<file path="config.mk">
export PLATFORM = sky130hd
export DESIGN_NAME = gh_ram
export DESIGN_NICKNAME = d
export VERILOG_FILES = /design/src/rtl/gh_ram.sv
export SDC_FILE = /design/constraint.sdc
export NUM_CORES = 2
export LEC_CHECK = 0
export BUFFER_PORTS_ARGS = -buffer_cell sky130_fd_sc_hd__clkbuf_2
export CORE_ASPECT_RATIO = 0.75
export CORE_MARGIN = 4
export CORE_UTILIZATION = 25
export DETAILED_ROUTE_END_ITERATION = 8
export GPL_TIMING_DRIVEN = 0
export PLACE_DENSITY_LB_ADDON = 0.08
export SLEW_MARGIN = 20
export SYNTH_ARGS = -nofsm -noshare
export SYNTH_HDL_FRONTEND = slang
export SYNTH_SLANG_ARGS = --single-unit
</file>
<file path="constraint.sdc">
create_clock -name aclk -period 12.1 [get_ports aclk]
set_input_delay 3.025 -clock aclk [delete_from_list [all_inputs] [get_ports aclk]]
set_output_delay 3.025 -clock aclk [all_outputs]
set_load 0.01 [all_outputs]
</file>
<file path="src/rtl/gh_ram.sv">
// generic single write port ram with one registered read port
// no dependencies
module gh_ram #(
    parameter int WIDTH = 32,
    parameter int DEPTH = 64
) (
    input  logic                     aclk,
    input  logic                     we,
    input  logic [$clog2(DEPTH)-1:0] waddr,
    input  logic [WIDTH-1:0]         wdata,
    input  logic                     re,
    input  logic [$clog2(DEPTH)-1:0] raddr,
    output logic [WIDTH-1:0]         rdata
);

    logic [WIDTH-1:0] mem_reg [DEPTH];
    logic [WIDTH-1:0] rdata_reg;

    // write and registered read
    always_ff @(posedge aclk) begin
        if (we) begin
            mem_reg[waddr] <= wdata;
        end
        if (re) begin
            rdata_reg <= mem_reg[raddr];
        end
    end

    assign rdata = rdata_reg;

endmodule

</file>
==> impl_metrics.tcl <==
set metrics [dict create \
    netlist_area_sq_um 78800 \
    peakVddDrop_mv 0.116 \
    drv_slew 0 \
    route.detailed.drc 0 \
    synth-edff-count 2080 \
    hpwl_microns 218000 \
    largest_reg_flops 2048 \
    tightest_slew_ns 1.19 \
    clock_path_buffers 4 \
    grt_usage_pct 18.7 \
    multi_input_area_sq_um 16000 \
    final_common_cell "edfxtp_1" \
    worstPathArrival_ns 7.40 \
    critPathLaunchType "input pin" \
    rows 178 \
    wl_per_cell_microns 37.8 \
    clkTransAtPathRegs_ns 0.06 \
    critPathMostFrequentCell "buf_2" \
    overflow 0 \
    num_vias 39200 \
    hold_path_class "reg -> reg" \
    ys_seq_area_share_pct 79.2 \
    drt-initial-drc-count 4947 \
    fmax_mhz 147 \
    cts_root_buf "clkbuf_16" \
    synth_cells 3324 \
    grt_pass1_wl_microns 401000 \
    layout.cells.most_common_list "edfxtp_1 (2080), mux4_2 (544), clkbuf_16 (232), buf_12 (101), mux2i_1 (93)" \
    cap_violations 0 \
    outcome "finished, final reports clean" \
    clk_latency_ns 0.90 \
    grt_pass1_vias 38800 \
    async_reset_ff_share_pct 0 \
    ys_types 33 \
    gp_congestion 0.769 \
    viasPerCell 4.81 \
    rsz0062_at_grt "false" \
    die_h_microns 494 \
    avgSynthCellArea_sq_um 23.7 \
    synth_warnings 0 \
    cts_buffers 229 \
    seq_area_sq_um 62500 \
    chipWidth_microns 656 \
    drtAntennaViolNets 0 \
    die_area_sq_um 324000 \
    syn-num-nets 3371 \
    critical_path_class "in -> reg" \
    fin_nets 3872 \
    cp.buffers_inverters 4 \
    antenna_found_initial 28 \
    slew_headroom_pct 20.7 \
    fin_crit_sh_pct 56.2 \
    ioPinCount 79 \
    cpLargestDelayFamily "buffers and inverters" \
    p_leak_nw 29.7 \
    cts_tree "done" \
    grt_max_degree 65 \
    min_path_cells 4 \
    finalPower_mw 15.9 \
    drive_above_1_share_pct 33.2 \
    core_sq_um 314000 \
    rr_worst_depth 4 \
    start_util_pct 25.1 \
    post_cts_buffers 0 \
    fin_tns_setup_ns 0 \
    cp_slowest_cell "a21oi_1" \
    fin_crit_ns 6.80 \
    cts_resized 0 \
    yosys_most_used_dff "edfxtp_1" \
    area_growth_pct 22.6 \
    ctsHoldBuffers 0 \
    worstPathRequired_ns 12.70 \
    clkSinkCount 2080 \
    fillCellCount 29900 \
    h-tree-depth 4 \
    slowest_delay_ns 0.77 \
    io_buffers 70 \
    power_density_nw_per_um2 164 \
    dr.pass1.iters 6 \
    synth-seq-cells 2080 \
    crit_chain "buf_2 -> buf_2 -> buf_2 -> buf_2 -> nand3b_1 -> o221ai_1 -> a21oi_1 -> a21oi_1 -> nor2_1" \
    clock_skew_ns 0.0440 \
    critPathMaxFanout 10 \
    drt-total-wl_microns 308000 \
    worstSetupEndpointType "flop" \
    cp.depth 9 \
    setup_viol 0 \
    hold_viol_final 0 \
]
-- worst register-to-register path, delay by kind of cell (launching register included) --
family | cells | cell delay, ns
AND/OR/NAND/NOR | 1 | 0.36
flip-flops | 1 | 0.38
multiplexers | 2 | 1.00
AO/OA/AOI/OAI | 1 | 0.88
-- cell type report --
| cell class | instances | area share, % |
|---|---|---|
| Clock inverter | 138 | 1.24 |
| Buffer | 182 | 0.967 |
| Sequential cell | 2080 | 64.6 |
| Antenna cell | 3 | 0.00777 |
| Timing Repair Buffer | 270 | 5.10 |
| Clock buffer | 272 | 6.16 |
| Multi-Input combinational cell | 1062 | 16.5 |
| Tap cell | 4140 | 5.36 |
-- cell usage after synthesis (2+ instances only) --
cell type	count	area share (%)
or3b_2	3	0.033
buf_6	5	0.071
and2_1	2	0.016
mux4_2	544	16
nand4_1	2	0.016
edfxtp_1	2080	79
a21oi_1	62	0.39
nand3_1	5	0.032
buf_1	21	0.10
or3b_1	2	0.022
o221ai_1	27	0.30
or3_1	3	0.024
clkbuf_1	74	0.35
buf_4	25	0.24
nand3b_1	5	0.048
nor3_1	7	0.044
buf_2	57	0.36
and3_1	4	0.032
a311oi_1	8	0.089
nor2_1	137	0.65
nand2_1	26	0.12
mux2i_1	93	1.2
a41o_1	4	0.051
o32ai_1	4	0.044
o22ai_1	84	0.67
nor2b_1	15	0.12
a22oi_1	12	0.11
nand2b_1	8	0.063
-- final timing paths --
check             slack (ns)                      start                  end
setup / recovery        5.30                   raddr[1]   rdata[6]$_DFFE_PP_
hold / removal          1.13  mem_reg[30][21]$_DFFE_PP_  rdata[21]$_DFFE_PP_
hold reg to reg         1.13  mem_reg[30][21]$_DFFE_PP_  rdata[21]$_DFFE_PP_
setup reg to reg        9.10  mem_reg[28][13]$_DFFE_PP_  rdata[13]$_DFFE_PP_
-- cell families after synthesis --
logic type / share of synthesized area (%)
simple gates: 1.26
compound gates: 1.67
flops: 79.2
buf+inv: 1.12
mux: 16.7
-- per-stage QoR --
stage	instance area [sq um]	setup slack (ns)	cells	util, %	hold slack (ns)
CTS	96600	5.24	8144	30.8	1.19
floorplan	78800	5.92	3324	-	0.750
global placement	84400	1.43	7534	26.9	1.17
global route	96600	5.37	8145	30.8	1.19
detailed placement	89500	4.26	7734	28.5	1.17
finish	96700	5.30	8147	30.8	1.13
-- where the power goes --
| group | internal (mW) | total [mW] | switching [mW] |
|---|---|---|---|
| registers | 7.99 | 8.00 | 0.0132 |
| logic | 0.305 | 0.975 | 0.670 |
| clock network | 3.91 | 6.89 | 2.98 |
-- per-layer routing --
layer  vias up  GRT usage (%)  wire length [microns]
li1      15400              -                      -
met1     22200           28.8                 150000
met2      1298           27.9                 135000
met3       315           2.77                  16600
met4         4           3.93                   6450
met5         -              0                     21
Note: power is estimated with default switching activity, not from simulation.
