**src/rtl/gh_pkg.sv**
```systemverilog
// shared types and constants for the graham scan convex hull block
// no dependencies; imported by every rtl module of the block except gh_ram
package gh_pkg;

    localparam int MAX_POINTS = 64;
    localparam int COORD_BITS = 16;
    localparam int IDX_BITS   = $clog2(MAX_POINTS);
    localparam int CNT_BITS   = $clog2(MAX_POINTS + 1);
    localparam int DIFF_BITS  = COORD_BITS + 1;
    localparam int PROD_BITS  = 2 * DIFF_BITS;
    localparam int L1_BITS    = COORD_BITS + 2;
    localparam int PT_BITS    = 2 * COORD_BITS;

    // one stored point
    typedef struct packed {
        logic signed [COORD_BITS-1:0] y;
        logic signed [COORD_BITS-1:0] x;
    } point_t;

    // one hull job handed from the loader to the engine
    typedef struct packed {
        logic [CNT_BITS-1:0] n;
        logic                ovf;
    } job_t;

    typedef enum logic [3:0] {
        B_IDLE,
        B_PIV,
        B_LDI,
        B_LDW,
        B_RANK,
        B_WRS,
        B_SRD,
        B_SWT,
        B_TEST,
        B_OWAIT,
        B_POPW,
        B_ERD,
        B_EWT
    } back_state_t;

endpackage

```
**src/rtl/gh_front.sv**
```systemverilog
// point loader: accepts input beats, fills the point store, raises hull jobs
// depends on gh_pkg
module gh_front import gh_pkg::*; (
    input  logic                  aclk,
    input  logic                  aresetn,
    input  logic                  s_valid,
    output logic                  s_ready,
    input  logic [COORD_BITS-1:0] s_px,
    input  logic [COORD_BITS-1:0] s_py,
    input  logic                  s_final_point,
    input  logic                  hold,
    output logic                  pt_we,
    output logic [IDX_BITS-1:0]   pt_waddr,
    output point_t                pt_wdata,
    output logic                  push,
    output job_t                  push_job
);

    logic [CNT_BITS-1:0] count_reg, count_next;
    logic                ovf_reg, ovf_next;
    logic                full;
    logic                accept;

    assign s_ready = !hold;
    assign accept  = s_valid && s_ready;
    assign full    = (count_reg == CNT_BITS'(MAX_POINTS));

    // store write and job hand-off
    always_comb begin
        pt_we       = accept && !full;
        pt_waddr    = count_reg[IDX_BITS-1:0];
        pt_wdata.x  = s_px;
        pt_wdata.y  = s_py;
        push        = accept && s_final_point;
        push_job.n  = full ? count_reg : count_reg + CNT_BITS'(1);
        push_job.ovf = ovf_reg || full;
        count_next  = count_reg;
        ovf_next    = ovf_reg;
        if (accept) begin
            if (full) begin
                ovf_next = 1'b1;
            end else begin
                count_next = count_reg + CNT_BITS'(1);
            end
            if (s_final_point) begin
                count_next = '0;
                ovf_next   = 1'b0;
            end
        end
    end

    always_ff @(posedge aclk) begin
        if (!aresetn) begin
            count_reg <= '0;
            ovf_reg   <= 1'b0;
        end else begin
            count_reg <= count_next;
            ovf_reg   <= ovf_next;
        end
    end

endmodule

```
**config.mk**
```make
export PLATFORM = sky130hd
export DESIGN_NAME = gh_front
export DESIGN_NICKNAME = d
export VERILOG_FILES = /design/src/rtl/gh_pkg.sv /design/src/rtl/gh_front.sv
export SDC_FILE = /design/constraint.sdc
export NUM_CORES = 1
export LEC_CHECK = 0
export BUFFER_PORTS_ARGS = -buffer_cell sky130_fd_sc_hd__clkbuf_2
export CORE_MARGIN = 1.5
export CORE_UTILIZATION = 38
export CTS_CLUSTER_SIZE = 25
export DETAILED_ROUTE_END_ITERATION = 16
export GPL_ROUTABILITY_DRIVEN = 0
export PLACE_DENSITY = 0.95
export SYNTH_ARGS = -nofsm -noshare
export SYNTH_HDL_FRONTEND = slang
export SYNTH_SLANG_ARGS = --single-unit
```
**constraint.sdc**
```tcl
create_clock -name aclk -period 3.5 [get_ports aclk]
set_input_delay 0.35 -clock aclk [delete_from_list [all_inputs] [get_ports aclk]]
set_output_delay 0.35 -clock aclk [all_outputs]
set_load 0.01 [all_outputs]
```
==> impl_metrics.yaml <==
sta:
  relSlewSlack_pct: 75.89
  clock.fmax_mhz: 511.2
  rsz0062_at_grt: "no"
  fin_crit_sh_pct: 55.89
  fin_crit_ps: 1956
  drv_slew: 0
  tightest_slew_ps: 361.2
  hold_viol: 0
  setup_slack_ps: 1544
  tns_ps: 0
  clock-skew-final_ps: 6.505
  setup_viol: 0
cts:
  cts_tree: "yes"
  clkSinkCount: 8
  cts.repair.resized: 0
  cts_buffer_depth: 2
  clkLatencyLatePin_ps: 260
  post-cts-setup-buffer-count: 0
  cts_root_buf: "clkbuf_4"
  h-tree-depth: 1
  numCtsBuffers: 3
  path_clk_slew_ps: 60
  ctsHoldBuffers: 0
critical_path:
  end_kind: "output pin"
  crit_family: "flip-flops"
  critPathBufInv: 2
  r2r-end: "count_reg[6]"
  cp.arrival_ps: 1610
  critPathLaunch: "count_reg[0]"
  crit_end: "push_job[1]"
  path_cells: "inv_1 -> ha_1 -> and3_2 -> xnor2_1 -> clkbuf_2"
  cpMaxStageDelayCell: "dfxtp_1"
  slowest_delay_ps: 480
  rrSetupSlack_ps: 2000
  path_max_fanout: 8
  crit-reg2reg-launch: "count_reg[0]"
  cp.depth: 5
  rr_worst_depth: 4
  crit_path_start_kind: "flip-flop"
  critPathKind: "reg -> out"
  cp.required_ps: 3150
power_and_ir_drop:
  peakVddDrop_uv: 175.3
  p_per_area_nw_per_um2: 272.9
  p_leak_nw: 0.3180
finish:
  largest_register_ff_count: 7
  design_area_um2: 686.9
  nNetsFinal: 124
  area_delta_synth_final_pct: -17.32
  num_antenna_cells: 0
  postLayoutCoreUtil_pct: 34.31
  drive_gt1_share_pct: 34.94
drt:
  wire_per_inst_um: 13.82
  drtIter0Drc: 10
  drt-total-wl_um: 1520
  route.antenna.remaining_nets: 0
  drt_first_pass_iters: 4
  vias_per_cell: 5.173
  route.detailed.drc: 0
  vias: 569
synthesis:
  ys_ff_latch: 8
  ys_async_sr_fraction_pct: 0
  synth_edf_count: 0
  synthFlopType: "dfxtp_1"
  synth.distinct_cells: 32
  synthCells: 100
  yosys_warnings: 0
  syn_area_um2: 830.8
  syn_nets: 139
  synth_seq_area_share_pct: 19.28
  synth_area_per_cell_um2: 8.308
die:
  fp.dieH_um: 49.76
  io_pins: 86
  die_area_um2: 2476
  die_w_um: 49.76
  fp-row-count: 16
  initial_core_util_pct: 41.50
  core_area_um2: 2002
placement:
  io_buffers: 21
  dp_slack_ps: 1822
  dpl_cell_area_um2: 664.4
  hpwlAfterDp_um: 1175
outcome:
  status: "finished clean"
job:
  drv_cap: 0
grt:
  grt_overflow_total: 0
  grt_max_degree: 12
  antenna_found_initial: 0
  grt_pass1_wl_um: 2504
  grt_pass1_vias: 536
  grt_usage_pct: 13.24
hold_path:
  hp-class: "in -> reg"
  min-delay-start: "aresetn"
metal layers:
layer / GRT usage [%] / vias up / share of wire (%) / wire, um
li1: - / 267 / - / -
met1: 14.26 / 251 / 41 / 625
met2: 19.33 / 45 / 43 / 649
met3: 9.697 / 6 / 15 / 221
met4: 6.019 / 0 / 1.6 / 24
met5: 0 / - / 0 / 0
Yosys cell counts, types with 2 or more instances:
cell / n / area, um2
xnor2_1: 5 / 43.79
nand2_1: 2 / 7.510
and3_1: 4 / 25.02
ha_1: 2 / 25.02
inv_1: 3 / 11.26
o21ai_0: 4 / 20.02
nor2b_1: 2 / 12.51
nand3_1: 4 / 20.02
a32o_1: 2 / 20.02
nand2b_1: 2 / 12.51
a21boi_0: 2 / 15.01
nor2_1: 3 / 11.26
dfxtp_1: 8 / 160.2
a31oi_1: 2 / 12.51
buf_4: 38 / 285.3
worst min-delay path by stage:
| stage | to | slack [ps] | cells after the start |
|---|---|---|---|
| CTS | count_reg[2] | 450 | 2 |
| global route | count_reg[4] | 470 | 2 |
| floorplan | ovf_reg | 500 | 2 |
| global placement | ovf_reg | 520 | 2 |
| detailed placement | ovf_reg | 520 | 2 |
| finish | count_reg[2] | 450 | 2 |
cell families (layout without fill, tap and decap cells):
| group | Yosys count | after routing | synth area share, % |
|---|---|---|---|
| buffers and inverters | 44 | 27 | 38.10 |
| AOI/OAI and AO/OA | 14 | 14 | 12.05 |
| adders and majority gates | 2 | 2 | 3.012 |
| and+or+nand+nor | 26 | 26 | 21.24 |
| xor gates and xnor gates | 6 | 6 | 6.325 |
| DFF | 8 | 8 | 19.28 |
where the power goes:
group / switching, W / total (W) / internal, W
Combinational: 0.0000121 / 0.0000206 / 0.00000848
Sequential: 0.00000153 / 0.0000933 / 0.0000918
Clock: 0.0000342 / 0.0000736 / 0.0000394
cell usage in the layout, fill, tap and decap left out, types with 2 or more instances in the layout:
master | Yosys | layout
and3_1 | 4 | 4
ha_1 | 2 | 2
nor2_1 | 3 | 3
nor2b_1 | 2 | 2
inv_1 | 3 | 3
xnor2_1 | 5 | 5
clkbuf_4 | 0 | 3
clkbuf_2 | 0 | 21
nand3_1 | 4 | 4
nand2_1 | 2 | 2
a31oi_1 | 2 | 2
a21boi_0 | 2 | 2
dfxtp_1 | 8 | 8
o21ai_0 | 4 | 4
nand2b_1 | 2 | 2
a32o_1 | 2 | 2
per-stage QoR:
stage / hold WS (ps) / total power [W] / instances
2_1_floorplan: 495.2 / 0.0001457 / 100
3_3_place_gp: 523.6 / 0.0001152 / 107
3_5_place_dp: 515.5 / 0.0001158 / 107
6_report: 446.0 / 0.0001875 / 110
5_1_grt: 465.3 / 0.0001985 / 110
4_1_cts: 450.0 / 0.0001909 / 110
cell type report:
class / instances / area, um2
fillers: 227 / 1315
multi-input cells: 48 / 354.1
flip-flops and latches: 8 / 160.2
repair buffers: 21 / 105.1
well taps: 27 / 33.78
clock buffers: 3 / 22.52
inverters: 3 / 11.26
Power figures use the tool's default switching activity.
