**src/rtl/gh_pkg.sv**
```systemverilog
// shared types and constants for the graham scan convex hull block
// no dependencies; imported by every rtl module of the block except gh_ram
package gh_pkg;

    localparam int MAX_POINTS = 64;
    localparam int COORD_BITS = 16;
    localparam int IDX_BITS   = $clog2(MAX_POINTS);
    localparam int CNT_BITS   = $clog2(MAX_POINTS + 1);
    localparam int DIFF_BITS  = COORD_BITS + 1;
    localparam int PROD_BITS  = 2 * DIFF_BITS;
    localparam int L1_BITS    = COORD_BITS + 2;
    localparam int PT_BITS    = 2 * COORD_BITS;

    // one stored point
    typedef struct packed {
        logic signed [COORD_BITS-1:0] y;
        logic signed [COORD_BITS-1:0] x;
    } point_t;

    // one hull job handed from the loader to the engine
    typedef struct packed {
        logic [CNT_BITS-1:0] n;
        logic                ovf;
    } job_t;

    typedef enum logic [3:0] {
        B_IDLE,
        B_PIV,
        B_LDI,
        B_LDW,
        B_RANK,
        B_WRS,
        B_SRD,
        B_SWT,
        B_TEST,
        B_OWAIT,
        B_POPW,
        B_ERD,
        B_EWT
    } back_state_t;

endpackage

```
**src/rtl/gh_orient.sv**
```systemverilog
// pipelined orientation test: sign of (a - o) x (b - o), two register stages
// depends on gh_pkg
module gh_orient import gh_pkg::*; (
    input  logic   aclk,
    input  logic   aresetn,
    input  logic   in_valid,
    input  point_t o,
    input  point_t a,
    input  point_t b,
    output logic   out_valid,
    output logic   out_pos,
    output logic   out_zero
);

    logic signed [DIFF_BITS-1:0] dax_reg, day_reg, dbx_reg, dby_reg;
    logic signed [PROD_BITS-1:0] p1_reg, p2_reg;
    logic                        v1_reg, v2_reg;

    // stage one: differences
    always_ff @(posedge aclk) begin
        dax_reg <= DIFF_BITS'(a.x) - DIFF_BITS'(o.x);
        day_reg <= DIFF_BITS'(a.y) - DIFF_BITS'(o.y);
        dbx_reg <= DIFF_BITS'(b.x) - DIFF_BITS'(o.x);
        dby_reg <= DIFF_BITS'(b.y) - DIFF_BITS'(o.y);
        // stage two: cross products
        p1_reg  <= PROD_BITS'(dax_reg) * PROD_BITS'(dby_reg);
        p2_reg  <= PROD_BITS'(day_reg) * PROD_BITS'(dbx_reg);
    end

    always_ff @(posedge aclk) begin
        if (!aresetn) begin
            v1_reg <= 1'b0;
            v2_reg <= 1'b0;
        end else begin
            v1_reg <= in_valid;
            v2_reg <= v1_reg;
        end
    end

    assign out_valid = v2_reg;
    assign out_pos   = (p1_reg > p2_reg);
    assign out_zero  = (p1_reg == p2_reg);

endmodule

```
**src/rtl/gh_back.sv**
```systemverilog
// hull engine: pivot search, rank sort by angle, graham scan, vertex output
// depends on gh_pkg and gh_orient
module gh_back import gh_pkg::*; (
    input  logic                  aclk,
    input  logic                  aresetn,
    input  logic                  q_valid,
    input  job_t                  q_job,
    output logic                  q_pop,
    output logic                  busy,
    output logic                  pt_re,
    output logic [IDX_BITS-1:0]   pt_raddr,
    input  point_t                pt_rdata,
    output logic                  so_we,
    output logic [IDX_BITS-1:0]   so_waddr,
    output point_t                so_wdata,
    output logic                  so_re,
    output logic [IDX_BITS-1:0]   so_raddr,
    input  point_t                so_rdata,
    output logic                  st_we,
    output logic [IDX_BITS-1:0]   st_waddr,
    output point_t                st_wdata,
    output logic                  st_re,
    output logic [IDX_BITS-1:0]   st_raddr,
    input  point_t                st_rdata,
    output logic                  m_valid,
    input  logic                  m_ready,
    output logic [COORD_BITS-1:0] m_hx,
    output logic [COORD_BITS-1:0] m_hy,
    output logic                  m_last_vertex,
    output logic                  m_overflowed
);

    back_state_t         state_reg, state_next;
    logic [CNT_BITS-1:0] n_reg, n_next;
    logic                ovf_reg, ovf_next;
    logic [IDX_BITS-1:0] piv_reg, piv_next;
    point_t              pv_reg, pv_next;
    point_t              best_reg, best_next;
    logic [CNT_BITS-1:0] rd_cnt_reg, rd_cnt_next;
    logic                dv_reg, dv_next;
    logic [IDX_BITS-1:0] didx_reg, didx_next;
    logic [CNT_BITS-1:0] i_reg, i_next;
    point_t              pi_reg, pi_next;
    logic [L1_BITS-1:0]  di_reg, di_next;
    logic [CNT_BITS-1:0] rank_reg, rank_next;
    logic [CNT_BITS-1:0] res_reg, res_next;
    logic                sd1_skip_reg, sd1_tie_reg, sd2_skip_reg, sd2_tie_reg;
    logic                skip_now, tie_now;
    logic [CNT_BITS-1:0] top_reg, top_next;
    point_t              t0_reg, t0_next, t1_reg, t1_next, c_reg, c_next;
    logic [CNT_BITS-1:0] e_reg, e_next;
    logic                m_valid_reg, m_valid_next;
    point_t              mpt_reg, mpt_next;
    logic                mlast_reg, mlast_next;
    logic                movf_reg, movf_next;

    logic                or_in_valid, or_out_valid, or_pos, or_zero;
    point_t              or_o, or_a, or_b;
    logic [L1_BITS-1:0]  dj;
    logic                i_last, do_push;

    // taxicab distance, used to order points lying on one ray from the pivot
    function automatic logic [L1_BITS-1:0] l1_dist(point_t p, point_t q);
        logic signed [DIFF_BITS-1:0] dx, dy;
        logic [DIFF_BITS-1:0]        ax, ay;
        dx = DIFF_BITS'(p.x) - DIFF_BITS'(q.x);
        dy = DIFF_BITS'(p.y) - DIFF_BITS'(q.y);
        ax = dx[DIFF_BITS-1] ? DIFF_BITS'(-dx) : DIFF_BITS'(dx);
        ay = dy[DIFF_BITS-1] ? DIFF_BITS'(-dy) : DIFF_BITS'(dy);
        return L1_BITS'(ax) + L1_BITS'(ay);
    endfunction

    // lower y first, then lower x
    function automatic logic below(point_t p, point_t q);
        return (p.y < q.y) || ((p.y == q.y) && (p.x < q.x));
    endfunction

    gh_orient u_orient (
        .aclk      (aclk),
        .aresetn   (aresetn),
        .in_valid  (or_in_valid),
        .o         (or_o),
        .a         (or_a),
        .b         (or_b),
        .out_valid (or_out_valid),
        .out_pos   (or_pos),
        .out_zero  (or_zero)
    );

    assign dj       = l1_dist(pt_rdata, pv_reg);
    assign skip_now = (didx_reg == piv_reg) || (didx_reg == i_reg[IDX_BITS-1:0]);
    assign tie_now  = (dj < di_reg) || ((dj == di_reg) && (didx_reg < i_reg[IDX_BITS-1:0]));
    assign i_last   = ((i_reg + CNT_BITS'(1)) == n_reg);

    assign busy          = (state_reg != B_IDLE);
    assign m_valid       = m_valid_reg;
    assign m_hx          = mpt_reg.x;
    assign m_hy          = mpt_reg.y;
    assign m_last_vertex = mlast_reg;
    assign m_overflowed  = movf_reg;

    // sequencer
    always_comb begin
        state_next   = state_reg;
        n_next       = n_reg;
        ovf_next     = ovf_reg;
        piv_next     = piv_reg;
        pv_next      = pv_reg;
        best_next    = best_reg;
        rd_cnt_next  = rd_cnt_reg;
        dv_next      = 1'b0;
        didx_next    = didx_reg;
        i_next       = i_reg;
        pi_next      = pi_reg;
        di_next      = di_reg;
        rank_next    = rank_reg;
        res_next     = res_reg;
        top_next     = top_reg;
        t0_next      = t0_reg;
        t1_next      = t1_reg;
        c_next       = c_reg;
        e_next       = e_reg;
        m_valid_next = m_valid_reg && !m_ready;
        mpt_next     = mpt_reg;
        mlast_next   = mlast_reg;
        movf_next    = movf_reg;
        q_pop        = 1'b0;
        pt_re        = 1'b0;
        pt_raddr     = rd_cnt_reg[IDX_BITS-1:0];
        so_we        = 1'b0;
        so_waddr     = rank_reg[IDX_BITS-1:0];
        so_wdata     = pi_reg;
        so_re        = 1'b0;
        so_raddr     = i_reg[IDX_BITS-1:0];
        st_we        = 1'b0;
        st_waddr     = top_reg[IDX_BITS-1:0];
        st_wdata     = c_reg;
        st_re        = 1'b0;
        st_raddr     = e_reg[IDX_BITS-1:0];
        or_in_valid  = 1'b0;
        or_o         = t0_reg;
        or_a         = t1_reg;
        or_b         = c_reg;
        do_push      = 1'b0;

        unique case (state_reg)
            B_IDLE: begin
                if (q_valid) begin
                    q_pop       = 1'b1;
                    n_next      = q_job.n;
                    ovf_next    = q_job.ovf;
                    rd_cnt_next = '0;
                    state_next  = B_PIV;
                end
            end
            // stream the store once to find the pivot
            B_PIV: begin
                if (rd_cnt_reg != n_reg) begin
                    pt_re       = 1'b1;
                    dv_next     = 1'b1;
                    didx_next   = rd_cnt_reg[IDX_BITS-1:0];
                    rd_cnt_next = rd_cnt_reg + CNT_BITS'(1);
                end
                if (dv_reg && ((didx_reg == '0) || below(pt_rdata, best_reg))) begin
                    best_next = pt_rdata;
                    piv_next  = didx_reg;
                end
                if ((rd_cnt_reg == n_reg) && !dv_reg) begin
                    pv_next    = best_reg;
                    i_next     = '0;
                    state_next = B_LDI;
                end
            end
            // pick the next point to place; the pivot goes to slot zero
            B_LDI: begin
                if (i_reg[IDX_BITS-1:0] == piv_reg) begin
                    so_we    = 1'b1;
                    so_waddr = '0;
                    so_wdata = pv_reg;
                    i_next   = i_reg + CNT_BITS'(1);
                    if (i_last) begin
                        i_next     = '0;
                        top_next   = '0;
                        state_next = B_SRD;
                    end
                end else begin
                    pt_re      = 1'b1;
                    pt_raddr   = i_reg[IDX_BITS-1:0];
                    state_next = B_LDW;
                end
            end
            B_LDW: begin
                pi_next     = pt_rdata;
                di_next     = l1_dist(pt_rdata, pv_reg);
                rd_cnt_next = '0;
                res_next    = '0;
                rank_next   = CNT_BITS'(1);
                state_next  = B_RANK;
            end
            // count the points that sort ahead of this one
            B_RANK: begin
                if (rd_cnt_reg != n_reg) begin
                    pt_re       = 1'b1;
                    dv_next     = 1'b1;
                    didx_next   = rd_cnt_reg[IDX_BITS-1:0];
                    rd_cnt_next = rd_cnt_reg + CNT_BITS'(1);
                end
                or_in_valid = dv_reg;
                or_o        = pv_reg;
                or_a        = pt_rdata;
                or_b        = pi_reg;
                if (or_out_valid) begin
                    res_next = res_reg + CNT_BITS'(1);
                    if (!sd2_skip_reg && (or_pos || (or_zero && sd2_tie_reg))) begin
                        rank_next = rank_reg + CNT_BITS'(1);
                    end
                    if ((res_reg + CNT_BITS'(1)) == n_reg) begin
                        state_next = B_WRS;
                    end
                end
            end
            B_WRS: begin
                so_we  = 1'b1;
                i_next = i_reg + CNT_BITS'(1);
                if (i_last) begin
                    i_next     = '0;
                    top_next   = '0;
                    state_next = B_SRD;
                end else begin
                    state_next = B_LDI;
                end
            end
            // scan: fetch the next sorted point
            B_SRD: begin
                so_re      = 1'b1;
                state_next = B_SWT;
            end
            B_SWT: begin
                c_next     = so_rdata;
                state_next = B_TEST;
            end
            B_TEST: begin
                if (top_reg < CNT_BITS'(2)) begin
                    do_push = 1'b1;
                end else begin
                    or_in_valid = 1'b1;
                    state_next  = B_OWAIT;
                end
            end
            // left turn keeps the stack, otherwise pop
            B_OWAIT: begin
                if (or_out_valid) begin
                    if (or_pos) begin
                        do_push = 1'b1;
                    end else begin
                        top_next = top_reg - CNT_BITS'(1);
                        t1_next  = t0_reg;
                        if (top_reg >= CNT_BITS'(3)) begin
                            st_re      = 1'b1;
                            st_raddr   = IDX_BITS'(top_reg - CNT_BITS'(3));
                            state_next = B_POPW;
                        end else begin
                            state_next = B_TEST;
                        end
                    end
                end
            end
            B_POPW: begin
                t0_next    = st_rdata;
                state_next = B_TEST;
            end
            // vertex output
            B_ERD: begin
                st_re      = 1'b1;
                state_next = B_EWT;
            end
            B_EWT: begin
                if (!m_valid_reg || m_ready) begin
                    m_valid_next = 1'b1;
                    mpt_next     = st_rdata;
                    movf_next    = ovf_reg;
                    mlast_next   = ((e_reg + CNT_BITS'(1)) == top_reg);
                    e_next       = e_reg + CNT_BITS'(1);
                    state_next   = ((e_reg + CNT_BITS'(1)) == top_reg) ? B_IDLE : B_ERD;
                end
            end
            default: begin
                state_next = B_IDLE;
            end
        endcase

        // push the current point onto the hull stack
        if (do_push) begin
            st_we    = 1'b1;
            t0_next  = t1_reg;
            t1_next  = c_reg;
            top_next = top_reg + CNT_BITS'(1);
            i_next   = i_reg + CNT_BITS'(1);
            if (i_last) begin
                e_next     = '0;
                state_next = B_ERD;
            end else begin
                state_next = B_SRD;
            end
        end
    end

    // control state
    always_ff @(posedge aclk) begin
        if (!aresetn) begin
            state_reg   <= B_IDLE;
            dv_reg      <= 1'b0;
            m_valid_reg <= 1'b0;
        end else begin
            state_reg   <= state_next;
            dv_reg      <= dv_next;
            m_valid_reg <= m_valid_next;
        end
    end

    // working registers
    always_ff @(posedge aclk) begin
        n_reg        <= n_next;
        ovf_reg      <= ovf_next;
        piv_reg      <= piv_next;
        pv_reg       <= pv_next;
        best_reg     <= best_next;
        rd_cnt_reg   <= rd_cnt_next;
        didx_reg     <= didx_next;
        i_reg        <= i_next;
        pi_reg       <= pi_next;
        di_reg       <= di_next;
        rank_reg     <= rank_next;
        res_reg      <= res_next;
        top_reg      <= top_next;
        t0_reg       <= t0_next;
        t1_reg       <= t1_next;
        c_reg        <= c_next;
        e_reg        <= e_next;
        mpt_reg      <= mpt_next;
        mlast_reg    <= mlast_next;
        movf_reg     <= movf_next;
        sd1_skip_reg <= skip_now;
        sd1_tie_reg  <= tie_now;
        sd2_skip_reg <= sd1_skip_reg;
        sd2_tie_reg  <= sd1_tie_reg;
    end

endmodule

```
**config.mk**
```make
export PLATFORM = sky130hd
export DESIGN_NAME = gh_back
export DESIGN_NICKNAME = d
export VERILOG_FILES = /design/src/rtl/gh_pkg.sv /design/src/rtl/gh_orient.sv /design/src/rtl/gh_back.sv
export SDC_FILE = /design/constraint.sdc
export NUM_CORES = 2
export LEC_CHECK = 0
export ABC_CLOCK_PERIOD_IN_PS = 7000
export BUFFER_PORTS_ARGS = -buffer_cell sky130_fd_sc_hd__buf_2
export CORE_MARGIN = 8
export CORE_UTILIZATION = 64
export CTS_BUF_LIST = sky130_fd_sc_hd__clkbuf_16
export CTS_CLUSTER_SIZE = 24
export DETAILED_ROUTE_END_ITERATION = 16
export PLACE_DENSITY = 0.93
export SLEW_MARGIN = 5
export SYNTH_ARGS = -nofsm -noshare
export SYNTH_HDL_FRONTEND = slang
export SYNTH_HIERARCHICAL = 1
export SYNTH_SLANG_ARGS = --single-unit
```
**constraint.sdc**
```tcl
create_clock -name aclk -period 7 [get_ports aclk]
set_clock_uncertainty 0.15 [all_clocks]
set_input_delay 0.7 -clock aclk [delete_from_list [all_inputs] [get_ports aclk]]
set_output_delay 0.7 -clock aclk [all_outputs]
set_load 0.05 [all_outputs]
```
==> flow_summary.ini <==
[synthesis]
synth_nets = 5986
syn_avg_cell_area_sq_um = 9.46
yosys_warnings = 6
ys_seq_elements = 453
synth_edf_count = 298
synthTopCellsByArea = fa_1 26%, edfxtp_1 19%, ha_1 10%, inv_1 6.7%, dfxtp_1 6.7%
async_reset_ff_frac = 0
syn_inst = 4898
synth_area_sq_um = 46300
synth.distinct_cells = 95
post-synth-top-area-cell = fa_1
yosysSeqAreaShare = 0.260
synth_flop_cell = edfxtp_1
synth.top_cell.area_share = 0.259

[setup_path]
cp_data_arrival_time_ps = 7130
cp.buffers_inverters = 4
end_kind = flip-flop
critPathKind = flip-flop to flip-flop
critPathRequiredTime_ps = 7320
worst_path_max_delay_cell = dfxtp_1
crit_fanout = 9
start_kind = flip-flop
crit_top_cell = fa_1
path_delay_family = adder cells
path_cells = buf_4, nand2_1, fa_1, fa_1, fa_1, inv_1, fa_1, fa_1, inv_1, fa_1, inv_1, ha_1, a21o_1, a21oi_1, a2bb2oi_1, o31ai_4, a21oi_2, a21o_1, o21ai_1, nor4_1, nor3_1
max_stage_delay_ps = 690

[clocking]
cts_buffers = 51
insertion_delay_ps = 630
cts_hold_buffers = 0
cts_resized = 0
tritoncts = done
clockBufferDepth = 3
path_clk_slew_ps = 70
post_cts_buffers = 0
h-tree-depth = 2
cts.sinks = 453
cts_root_buffer = clkbuf_16

[sta]
slew_headroom = 0.0888
rsz0062_at_grt = false
fin_crit_sh = 0.972
setup_tns_ps = 0
maxSlewViolCount = 0
finalSetupViolCount = 0
fmax_ghz = 0.147
hold_viol_final = 0
min_period_ps = 6810
tightestPinTransition_ps = 1350

[drt]
drt-initial-drc-count = 3911
postRouteAntennaNets = 0
routed_wirelength_mm = 131
drc = 0
vias_per_cell = 6.11
post_drt_wl_per_cell_um = 21.5
vias = 37209
drtPass1Iterations = 8

[run_status]
status = complete, no violations

[final_layout]
layout.nets = 6179
layout_common_cells = 835 x inv_1, 824 x nand2_1, 598 x fa_1
syn_to_final_growth_pct = 8.60
final_common_cell = inv_1
post-route-util = 0.703
layout-drive-gt1-share = 0.0891

[grt]
grt_pass1_vias = 39680
grt.total_usage = 0.319
grt_remaining_overflow = 0
grt_pass1_wl_mm = 208
grt_max_degree = 65
antenna_found_initial = 11

[placement]
globalplace.congestion = 0.960
hpwlAfterDp_mm = 99.4
io_buffer_count = 243

[floorplanning]
fp.dieW_um = 285
coreArea_sq_um = 71600
dieArea_sq_um = 81300
io_pins = 244
placementRows = 98
initial_utilization = 0.647
die_h_um = 285

[min_path]
hold_class = input pin to flip-flop

[job]
maxCapViolCount = 0
[Yosys cell counts (all sizes together) (10+ instances only)]
cell type and count:
inv 829, nand2 825, fa 599, ha 381, and2 309, edfxtp 298, nor2 204, xnor2 172
dfxtp 155, o21ai 154, a21oi 137, clkbuf 121, xor2 68, nor3 64, nand3 63, a21o 57
nor2b 42, buf 33, nand4 31, nand2b 30, o21a 27, and3 25, or3 22, o31ai 20
a31oi 19, nor4 18, a211oi 17, a2111oi 13, o211ai 13, a21boi 12, o21bai 10, o22ai 10
[per-layer routing]
layer,global-route usage,vias up,wire [um]
met5,0,-,85
met2,0.536,2461,62900
met3,0.0726,676,14000
met1,0.366,18034,44300
li1,-,16028,-
met4,0.204,10,9830
[layout make-up]
cell class                      instances  area (sq um)
Antenna cell                            5          12.5
Clock buffer                           52          1300
Clock inverter                         41           438
Fill cell                            4717         21300
Inverter                              829          3110
Multi-Input combinational cell       3462         30600
Sequential cell                       453         12100
Tap cell                              950          1190
Timing Repair Buffer                  294          1600
[final timing paths]
check / startpoint / endpoint / slack [ps] / depth (start not counted)
setup / recovery: u_orient/dax_reg[12] / u_orient/p1_reg[33] / 190 / 21
hold / removal: so_rdata[23] / st_wdata[23] / 90 / 1
setup reg to reg: u_orient/dax_reg[12] / u_orient/p1_reg[33] / 190 / 21
hold reg to reg: sd1_tie_reg / sd2_tie_reg / 190 / 0
[per-stage QoR]
stage               hold slack [ps]  instance area, sq um  setup slack [ps]  cells
floorplan                       160                 46300               691   4898
global route                   80.8                 50300              2.27   6083
finish                         90.9                 50300               195   6086
detailed placement              170                 48600               252   5988
global placement                163                 48600               525   5988
CTS                            75.7                 50300               103   6081
[logic make-up after synthesis]
logic type / synth area share
compound gates: 0.0817
flops: 0.260
xor+xnor: 0.0455
simple gates: 0.168
mux: 0.00208
fa+ha+maj: 0.362
buf+inv: 0.0814
Power is not shown: default switching activity piles up to over one toggle a cycle in this logic, so the estimate is an artifact.
