==> src/rtl/gh_pkg.sv <==
// shared types and constants for the graham scan convex hull block
// no dependencies; imported by every rtl module of the block except gh_ram
package gh_pkg;

    localparam int MAX_POINTS = 64;
    localparam int COORD_BITS = 16;
    localparam int IDX_BITS   = $clog2(MAX_POINTS);
    localparam int CNT_BITS   = $clog2(MAX_POINTS + 1);
    localparam int DIFF_BITS  = COORD_BITS + 1;
    localparam int PROD_BITS  = 2 * DIFF_BITS;
    localparam int L1_BITS    = COORD_BITS + 2;
    localparam int PT_BITS    = 2 * COORD_BITS;

    // one stored point
    typedef struct packed {
        logic signed [COORD_BITS-1:0] y;
        logic signed [COORD_BITS-1:0] x;
    } point_t;

    // one hull job handed from the loader to the engine
    typedef struct packed {
        logic [CNT_BITS-1:0] n;
        logic                ovf;
    } job_t;

    typedef enum logic [3:0] {
        B_IDLE,
        B_PIV,
        B_LDI,
        B_LDW,
        B_RANK,
        B_WRS,
        B_SRD,
        B_SWT,
        B_TEST,
        B_OWAIT,
        B_POPW,
        B_ERD,
        B_EWT
    } back_state_t;

endpackage

==> src/rtl/gh_queue.sv <==
// two entry job queue between the loader and the hull engine
// depends on gh_pkg
module gh_queue import gh_pkg::*; (
    input  logic aclk,
    input  logic aresetn,
    input  logic push,
    input  job_t push_job,
    output logic full,
    input  logic pop,
    output logic valid,
    output job_t pop_job
);

    job_t       entry_reg [2];
    logic       wr_ptr_reg, rd_ptr_reg;
    logic [1:0] cnt_reg;
    logic       do_push, do_pop;

    assign full    = (cnt_reg == 2'd2);
    assign valid   = (cnt_reg != 2'd0);
    assign do_push = push && !full;
    assign do_pop  = pop && valid;
    assign pop_job = entry_reg[rd_ptr_reg];

    // entry storage
    always_ff @(posedge aclk) begin
        if (do_push) begin
            entry_reg[wr_ptr_reg] <= push_job;
        end
    end

    // pointers and fill level
    always_ff @(posedge aclk) begin
        if (!aresetn) begin
            wr_ptr_reg <= 1'b0;
            rd_ptr_reg <= 1'b0;
            cnt_reg    <= 2'd0;
        end else begin
            if (do_push) begin
                wr_ptr_reg <= !wr_ptr_reg;
            end
            if (do_pop) begin
                rd_ptr_reg <= !rd_ptr_reg;
            end
            cnt_reg <= cnt_reg + {1'b0, do_push} - {1'b0, do_pop};
        end
    end

endmodule

==> config.mk <==
export PLATFORM = sky130hd
export DESIGN_NAME = gh_queue
export DESIGN_NICKNAME = d
export VERILOG_FILES = /design/src/rtl/gh_pkg.sv /design/src/rtl/gh_queue.sv
export SDC_FILE = /design/constraint.sdc
export NUM_CORES = 1
export LEC_CHECK = 0
export ABC_AREA = 1
export ABC_CLOCK_PERIOD_IN_PS = 1600
export BUFFER_PORTS_ARGS = -buffer_cell sky130_fd_sc_hd__buf_2
export CAP_MARGIN = 20
export CELL_PAD_IN_SITES_DETAIL_PLACEMENT = 1
export CELL_PAD_IN_SITES_GLOBAL_PLACEMENT = 1
export CORE_ASPECT_RATIO = 1.2
export CORE_MARGIN = 2
export CORE_UTILIZATION = 27
export CTS_CLUSTER_SIZE = 25
export DETAILED_ROUTE_END_ITERATION = 12
export PLACE_DENSITY = 0.66
export SLEW_MARGIN = 15
export SYNTH_ARGS = -nofsm -noshare
export SYNTH_HDL_FRONTEND = slang
export SYNTH_SLANG_ARGS = --single-unit
export TNS_END_PERCENT = 1
==> constraint.sdc <==
create_clock -name aclk -period 1.6 [get_ports aclk]
set_input_delay 0.16 -clock aclk [delete_from_list [all_inputs] [get_ports aclk]]
set_output_delay 0.16 -clock aclk [all_outputs]
set_load 0.02 [all_outputs]
==> results of run 1 <==
## per-stage QoR
stage               hold WS [ns]   util  setup slack [ns]  std cells
floorplan                  0.253      -             0.212         62
global placement           0.349  0.331             0.163        120
detailed placement         0.355  0.331            0.0644        120
CTS                       0.0423  0.340            0.0573        124
global route              0.0300  0.341            0.0285        124
finish                    0.0530  0.341             0.164        124
## logic make-up after synthesis
family / Yosys count / synth area share
simple gates: 20 / 0.0948
flops: 21 / 0.676
fa+ha+maj: 2 / 0.0291
buf+inv: 9 / 0.0481
compound gates: 2 / 0.0117
mux: 8 / 0.140
## area by class of cell
cell class / count / area (sq um)
Clock buffer: 4 / 26.3
Fill cell: 341 / 2010
Inverter: 8 / 30.0
Multi-Input combinational cell: 32 / 239
Sequential cell: 21 / 582
Tap cell: 36 / 45.0
Timing Repair Buffer: 23 / 120
## power by group
group	switching (uW)	internal [uW]	total, uW
clock network	144	96.8	241
registers	44.0	701	745
logic	346	258	604
total	534	1060	1590
## cell usage in the layout (no fill, tap or decap), types with 2 or more instances in the layout
cell type and n:
a21oi_1 2, buf_2 21, buf_4 2, clkbuf_4 3, dfxtp_1 4, edfxtp_1 16, ha_1 2, inv_1 8
mux2_4 8, nand2_1 8, nand3_1 3, nor2_1 7
## path summary, 6_finish.rpt
kind	startpoint	endpoint	slack, ns	cells past startpoint
setup / recovery	cnt_reg[0]$_SDFF_PN0_	cnt_reg[1]$_SDFF_PN0_	0.16	10
hold / removal	push_job[5]	entry_reg[0][5]$_DFFE_PP_	0.05	1
setup reg to reg	cnt_reg[0]$_SDFF_PN0_	cnt_reg[1]$_SDFF_PN0_	0.16	10
hold reg to reg	rd_ptr_reg$_SDFFE_PN0P_	rd_ptr_reg$_SDFFE_PN0P_	0.52	2
## cell usage after synthesis
cell      instances
nor2_2            1
edfxtp_1         16
nor2_1            7
dfxtp_1           5
a21oi_1           2
ha_1              2
inv_1             8
nand2_1           9
buf_6             1
mux2_4            8
nand3_1           3
## metal layers
metal  track usage  vias up
met5             0        -
met4        0.0457        0
met3        0.0295        2
met2         0.150       18
met1        0.0941      244
li1              -      261
==> impl_metrics.json, run 1 <==
{
  "drive_gt1_frac": 0.420,
  "worst-path-buf-inv": 3,
  "p_leak_uw": 0.000468,
  "grt_use_total": 0.0870,
  "wl_met3_um": 100,
  "power_density_mw_per_mm2": 1530,
  "crit_type": "flop to flop",
  "cts_sinks": 21,
  "crit_family": "adder cells",
  "hold_viol_final": 0,
  "end_kind": "flop",
  "status": "completed",
  "report.final.slew_viol_count": 0,
  "ys_seq_area_frac": 0.676,
  "grt_max_degree": 12,
  "clock_path_buffers": 2,
  "syn_to_final_growth_pct": 21.4,
  "clk_latency_ns": 0.29,
  "slowest_delay_ns": 0.35,
  "fin_crit_ns": 1.44,
  "overflow": 0,
  "highest_layer": "met4",
  "yosysWarnings": 0,
  "tritoncts": "yes",
  "maxSlewHeadroom": 0.780,
  "drc": 0,
  "crit_path_frequent_cell": "inv_1",
  "grt_pass1_vias": 556,
  "crit_fanout": 4,
  "required_ns": 1.80,
  "dr.pass1.iters": 2,
  "cts.clk_slew.worst_paths_ns": 0.11,
  "crit_path_top_delay_cell": "dfxtp_2",
  "holdBufCountCts": 0,
  "root_buffer": "clkbuf_4",
  "synth.distinct_cells": 11,
  "drv_cap": 0,
  "max_freq_mhz": 696,
  "ant_nets": 0,
  "synth.ff_latch_count": 21,
  "core_area_sq_mm": 0.00306,
  "syn_area_per_cell_sq_um": 13.8,
  "setup_tns_ns": 0,
  "arrival_ns": 1.64,
  "critPathLaunchType": "flop",
  "min_path_type": "input port to flop",
  "finalClockSkew_ns": 0.00499,
  "final_area_sq_mm": 0.00104,
  "place_area_sq_mm": 0.00101,
  "fin_crit_sh": 0.897,
  "place_congestion": 0.639,
  "setup_violations": 0,
  "cp_cell_sequence": "inv_1, nand2_2, nand2_1, ha_1, inv_1, ha_1, inv_1, nand2_1, a21oi_1, nor2_1",
  "route.vias.total": 525,
  "ioPinCount": 22,
  "detailed_place_hpwl_mm": 1.08,
  "layout.nets": 103,
  "dieArea_sq_mm": 0.00365,
  "wl_met2_um": 667,
  "synthesis.area_sq_um": 858,
  "synth_top_area_cell": "edfxtp_1",
  "finalPower_uw": 1590,
  "rsz0062_at_grt": "no",
  "worst_pin_slew_ns": 0.330,
  "antenna_found_initial": 0,
  "finalWirelength_mm": 1.35,
  "start_util": 0.281,
  "drt_iter0_markers": 5,
  "cts_resized": 0,
  "synth_top_cell_area_share": 0.560,
  "cts-buffers-inserted": 3,
  "rows": 22,
  "dieWidth_um": 55.5,
  "largest_reg_flops": 16,
  "port_buffers": 21,
  "synthTopCellsByArea": "edfxtp_1, mux2_4, dfxtp_1",
  "vdd_drop_max_v": 0.000590,
  "cts_setup_buffers": 0,
  "syn-instance-count": 62,
  "h-tree-depth": 1,
  "routed_via_density": 4.23,
  "met1_length_um": 569,
  "dieHeight_um": 65.8,
  "antennaDiodeCount": 0,
  "synth_nets": 76,
  "grt_pass1_wl_mm": 2.43,
  "wl_per_cell_um": 10.9
}
Power figures use the tool's default switching activity.
==> run 2, diff against run 1 <==
--- a/config.mk
+++ b/config.mk
@@ -11,7 +11,7 @@
 export CAP_MARGIN = 20
 export CELL_PAD_IN_SITES_DETAIL_PLACEMENT = 1
 export CELL_PAD_IN_SITES_GLOBAL_PLACEMENT = 1
-export CORE_ASPECT_RATIO = 1.2
+export CORE_ASPECT_RATIO = 1.1
 export CORE_MARGIN = 2
 export CORE_UTILIZATION = 27
 export CTS_CLUSTER_SIZE = 25
==> impl_metrics.json, run 2 (synthesis gave the netlist of run 1 again) <==
{
  "status": "completed",
  "ioPinCount": 22,
  "cts-buffers-inserted": 3,
  "p_int_uw": 1090,
  "layout_commonest_cell": "buf_2",
  "wl_per_cell_um": 11.5,
  "root_buffer": "clkbuf_4",
  "p_leak_uw": 0.000478,
  "finalClockSkew_ns": 0.00175,
  "reg2reg_depth": 10,
  "power_density_mw_per_mm2": 1550,
  "min-delay-start": "push_job[1]",
  "routed_via_density": 4.38,
  "antennaDiodeCount": 0,
  "vdd_drop_max_v": 0.000607,
  "syn_to_final_growth_pct": 23.8,
  "fin_crit_ns": 1.46,
  "drc": 0,
  "grt_max_degree": 12,
  "r2r_end": "cnt_reg[1]$_SDFF_PN0_",
  "largest_reg_flops": 16,
  "layout_common_cells": "buf_2, edfxtp_1, inv_1, nand2_1, mux2_4",
  "r2r_setup_slack_ns": 0.14,
  "clk_latency_ns": 0.29,
  "maxSlewHeadroom": 0.782,
  "clock_power_share": 0.145,
  "final_area_sq_mm": 0.00106,
  "route.vias.total": 543,
  "port_buffers": 21,
  "arrival_ns": 1.65,
  "h-tree-depth": 1,
  "rr_startpoint": "cnt_reg[0]$_SDFF_PN0_",
  "rows": 21,
  "min_path_type": "input port to flop",
  "cp-startpoint": "cnt_reg[0]$_SDFF_PN0_",
  "crit_type": "flop to flop",
  "cts_sinks": 21,
  "ant_nets": 0,
  "switching_share": 0.337,
  "wl_met3_um": 102,
  "finalWirelength_mm": 1.42,
  "layout.nets": 105,
  "antenna_found_initial": 0,
  "core_area_sq_mm": 0.00305,
  "place_congestion": 0.670,
  "grt_use_total": 0.0825,
  "rsz0062_at_grt": "no",
  "dr.pass1.iters": 4,
  "highest_layer": "met4",
  "dieWidth_um": 57.8,
  "hold_viol_final": 0,
  "dieHeight_um": 63.1,
  "grt_pass1_wl_mm": 2.26,
  "tritoncts": "yes",
  "place_area_sq_mm": 0.00101,
  "worst_pin_slew_ns": 0.327,
  "fillers": 343,
  "grt_pass1_vias": 527,
  "overflow": 0,
  "met1_length_um": 566,
  "critPathLaunchType": "flop",
  "drt_iter0_markers": 15,
  "fin_crit_sh": 0.910,
  "dieArea_sq_mm": 0.00365,
  "cp-endpoint": "cnt_reg[1]$_SDFF_PN0_",
  "start_util": 0.282,
  "end_kind": "flop",
  "power_frac_comb": 0.395,
  "report.final.slew_viol_count": 0,
  "drv_cap": 0,
  "detailed_place_hpwl_mm": 1.10,
  "pwr-share-seq": 0.460,
  "max_freq_mhz": 686,
  "drive_gt1_frac": 0.467,
  "setup_tns_ns": 0,
  "cts.clk_slew.worst_paths_ns": 0.11,
  "clock_path_buffers": 2,
  "crit_fanout": 3,
  "wl_met2_um": 746,
  "p_sw_uw": 553,
  "setup_violations": 0,
  "required_ns": 1.79
}
[run 2: changes by cell type in the layout (fill, tap and decap cells not counted)]
cell and delta:
nor2_2 +1, a21oi_2 +1, a21oi_1 -1, nor2_1 -1, dfxtp_1 -1, dfxtp_2 +1, buf_4 +2
[run 2: metrics by stage]
| step | setup slack, ns | total power [uW] | instances | hold slack (ns) | util |
|---|---|---|---|---|---|
| finish | 0.143 | 1640 | 124 | 0.0544 | 0.349 |
| global route | 0.00162 | 1760 | 124 | 0.0349 | 0.349 |
| CTS | 0.0208 | 1620 | 122 | 0.0443 | 0.340 |
| detailed placement | 0.0477 | 1380 | 118 | 0.355 | 0.331 |
| global placement | 0.147 | 1350 | 118 | 0.350 | 0.331 |
| floorplan | 0.212 | 1200 | 62 | 0.253 | - |
[run 2: how the worst min path moves through the flow]
stage	endpoint	slack [ns]	cells after the start
CTS	entry_reg[0][1]$_DFFE_PP_	0.04	1
detailed placement	entry_reg[1][1]$_DFFE_PP_	0.35	1
global placement	entry_reg[0][3]$_DFFE_PP_	0.35	1
finish	entry_reg[0][1]$_DFFE_PP_	0.05	1
global route	entry_reg[1][1]$_DFFE_PP_	0.03	1
floorplan	cnt_reg[0]$_SDFF_PN0_	0.25	2
[run 2: critical path: stages, from the launching register on]
cell	delay, ns
dfxtp_2	0.36
inv_1	0.06
nand2_2	0.07
nand2_1	0.07
ha_1	0.27
inv_1	0.04
ha_1	0.18
inv_1	0.06
nand2_1	0.08
a21oi_2	0.12
nor2_1	0.05
[run 2: power by group through the flow]
stage / Clock, uW / Sequential (uW) / Combinational, uW
detailed placement: 0 / 757 / 619
global placement: 0 / 752 / 600
finish: 239 / 756 / 650
floorplan: 0 / 745 / 455
CTS: 254 / 747 / 622
global route: 273 / 767 / 722
[run 2: area by class of cell]
class / instances / area [sq um] / share of cell area
sequential: 21 / 583 / 0.549
multi-input combinational: 32 / 245 / 0.231
timing repair buffer: 25 / 135 / 0.127
tap: 34 / 42.5 / 0.0400
inverter: 8 / 30.0 / 0.0283
clock buffer: 4 / 26.3 / 0.0247
[run 2: routing by layer]
layer,vias up,global-route usage
met5,-,0
met4,0,0.0349
li1,266,-
met2,17,0.139
met1,258,0.0939
met3,2,0.0267
[run 2: repair_timing]
action | CTS | global route
setup buffers | 0 | 2
endpoints found under the setup margin | 0 | 1
hold buffers | 0 | 0
gates resized for setup | 0 | 5
==> run 3, diff against run 2 <==
--- a/config.mk
+++ b/config.mk
@@ -17,6 +17,7 @@
 export CTS_CLUSTER_SIZE = 25
 export DETAILED_ROUTE_END_ITERATION = 12
 export PLACE_DENSITY = 0.66
+export REMOVE_ABC_BUFFERS = 1
 export SLEW_MARGIN = 15
 export SYNTH_ARGS = -nofsm -noshare
 export SYNTH_HDL_FRONTEND = slang
==> impl_metrics.json, run 3 (synthesis gave the netlist of run 1 again) <==
{
  "status": "completed",
  "dieArea_sq_mm": 0.00365,
  "dp_slack_ns": 0.0103,
  "grt_pass1_wl_mm": 2.44,
  "rr_startpoint": "cnt_reg[1]$_SDFF_PN0_",
  "dr.pass1.iters": 3,
  "clock_power_share": 0.147,
  "largest_reg_flops": 16,
  "fillers": 347,
  "port_buffers": 21,
  "crit_fanout": 4,
  "drt_iter0_markers": 4,
  "wl_per_cell_um": 12.4,
  "core_area_sq_mm": 0.00305,
  "rows": 21,
  "r2r_end": "cnt_reg[1]$_SDFF_PN0_",
  "maxSlewHeadroom": 0.780,
  "tritoncts": "yes",
  "min_path_type": "input port to flop",
  "dieHeight_um": 63.1,
  "cp_cell_sequence": "nor2_1, nor2_2, ha_1, inv_1, ha_2, inv_1, nand2_2, nand3_1, nand2_1, nor2_1",
  "dieWidth_um": 57.8,
  "detailed_place_hpwl_mm": 1.16,
  "slowest_delay_ns": 0.37,
  "cp-startpoint": "cnt_reg[1]$_SDFF_PN0_",
  "switching_share": 0.344,
  "hold_end": "entry_reg[1][7]$_DFFE_PP_",
  "finalClockSkew_ns": 0.00224,
  "vdd_drop_max_v": 0.000681,
  "ioPinCount": 22,
  "place_area_sq_mm": 0.00101,
  "cts.clk_slew.worst_paths_ns": 0.11,
  "cts-buffers-inserted": 3,
  "holdBufCountCts": 0,
  "p_sw_uw": 569,
  "h-tree-depth": 1,
  "clk_latency_ns": 0.29,
  "power_frac_comb": 0.400,
  "end_kind": "flop",
  "antenna_found_initial": 0,
  "route.vias.total": 544,
  "required_ns": 1.80,
  "max_freq_mhz": 681,
  "layout_commonest_cell": "buf_2",
  "power_density_mw_per_mm2": 1560,
  "layout_common_cells": "buf_2, edfxtp_1, inv_1, mux2_4, nor2_1",
  "crit_path_top_delay_cell": "dfxtp_1",
  "place_congestion": 0.644,
  "antennaDiodeCount": 0,
  "setup_tns_ns": 0,
  "overflow": 0,
  "syn_to_final_growth_pct": 23.3,
  "grt_use_total": 0.0906,
  "crit_family": "adder cells",
  "setup_violations": 0,
  "fin_crit_ns": 1.47,
  "p_int_uw": 1090,
  "drv_cap": 0,
  "grt_pass1_vias": 568,
  "ant_nets": 0,
  "worst_pin_slew_ns": 0.329,
  "p_leak_uw": 0.000471,
  "hold_viol_final": 0,
  "utilization": 0.347,
  "clock_path_buffers": 2,
  "critPathLaunchType": "flop",
  "pwr-share-seq": 0.452,
  "fin_crit_sh": 0.918,
  "drive_gt1_frac": 0.472,
  "r2r_setup_slack_ns": 0.13,
  "arrival_ns": 1.67,
  "crit_type": "flop to flop",
  "drc": 0,
  "report.final.slew_viol_count": 0,
  "root_buffer": "clkbuf_4",
  "cts_sinks": 21,
  "grt_max_degree": 12,
  "min-delay-start": "push_job[7]",
  "final_area_sq_mm": 0.00106,
  "worst-path-buf-inv": 2,
  "holdPathStages": 1,
  "start_util": 0.282,
  "layout.nets": 104,
  "routed_via_density": 4.42,
  "final.setup.worst_slack_ns": 0.131,
  "reg2reg_depth": 10,
  "finalWirelength_mm": 1.53
}
run 3: power by group through the flow:
| stage | logic (uW) | registers, uW | clock network, uW |
|---|---|---|---|
| 3_5_place_dp | 624 | 758 | 0 |
| 4_1_cts | 627 | 749 | 268 |
| 5_1_grt | 734 | 759 | 288 |
| 6_report | 663 | 748 | 244 |
| 2_1_floorplan | 416 | 768 | 0 |
| 3_3_place_gp | 600 | 749 | 0 |
run 3: per-stage QoR:
| stage | instances | power, uW | hold WS [ns] |
|---|---|---|---|
| after floorplan | 61 | 1180 | 0.253 |
| final | 123 | 1650 | 0.0494 |
| after CTS | 122 | 1640 | 0.0254 |
| after global routing | 123 | 1780 | 0.0182 |
| after detailed placement | 118 | 1380 | 0.352 |
| after global placement | 118 | 1350 | 0.349 |
run 3: worst max-delay path by stage:
stage	endpoint	depth (start not counted)
2_1_floorplan	cnt_reg[1]$_SDFF_PN0_	10
3_3_place_gp	cnt_reg[1]$_SDFF_PN0_	10
3_5_place_dp	cnt_reg[1]$_SDFF_PN0_	10
4_1_cts	cnt_reg[1]$_SDFF_PN0_	10
5_1_grt	cnt_reg[1]$_SDFF_PN0_	11
6_report	cnt_reg[1]$_SDFF_PN0_	10
run 3: layer usage:
metal | wire length, um | GRT usage | part of all wire
met1 | 573 | 0.101 | 0.38
met2 | 829 | 0.148 | 0.54
met3 | 114 | 0.0370 | 0.075
met5 | 0 | 0 | 0
met4 | 8 | 0.0436 | 0.0052
run 3: layout make-up:
class                      instances  area [sq um]  share of cell area
multi-input combinational         32           250               0.236
clock buffer                       4          26.3              0.0248
inverter                           8          30.0              0.0284
sequential                        21           582               0.550
tap                               34          42.5              0.0402
timing repair buffer              24           128               0.121
run 3: repair_timing:
action / CTS / global route
endpoints found under the setup margin: 1 / 1
gates resized for setup: 1 / 5
setup buffers: 0 / 1
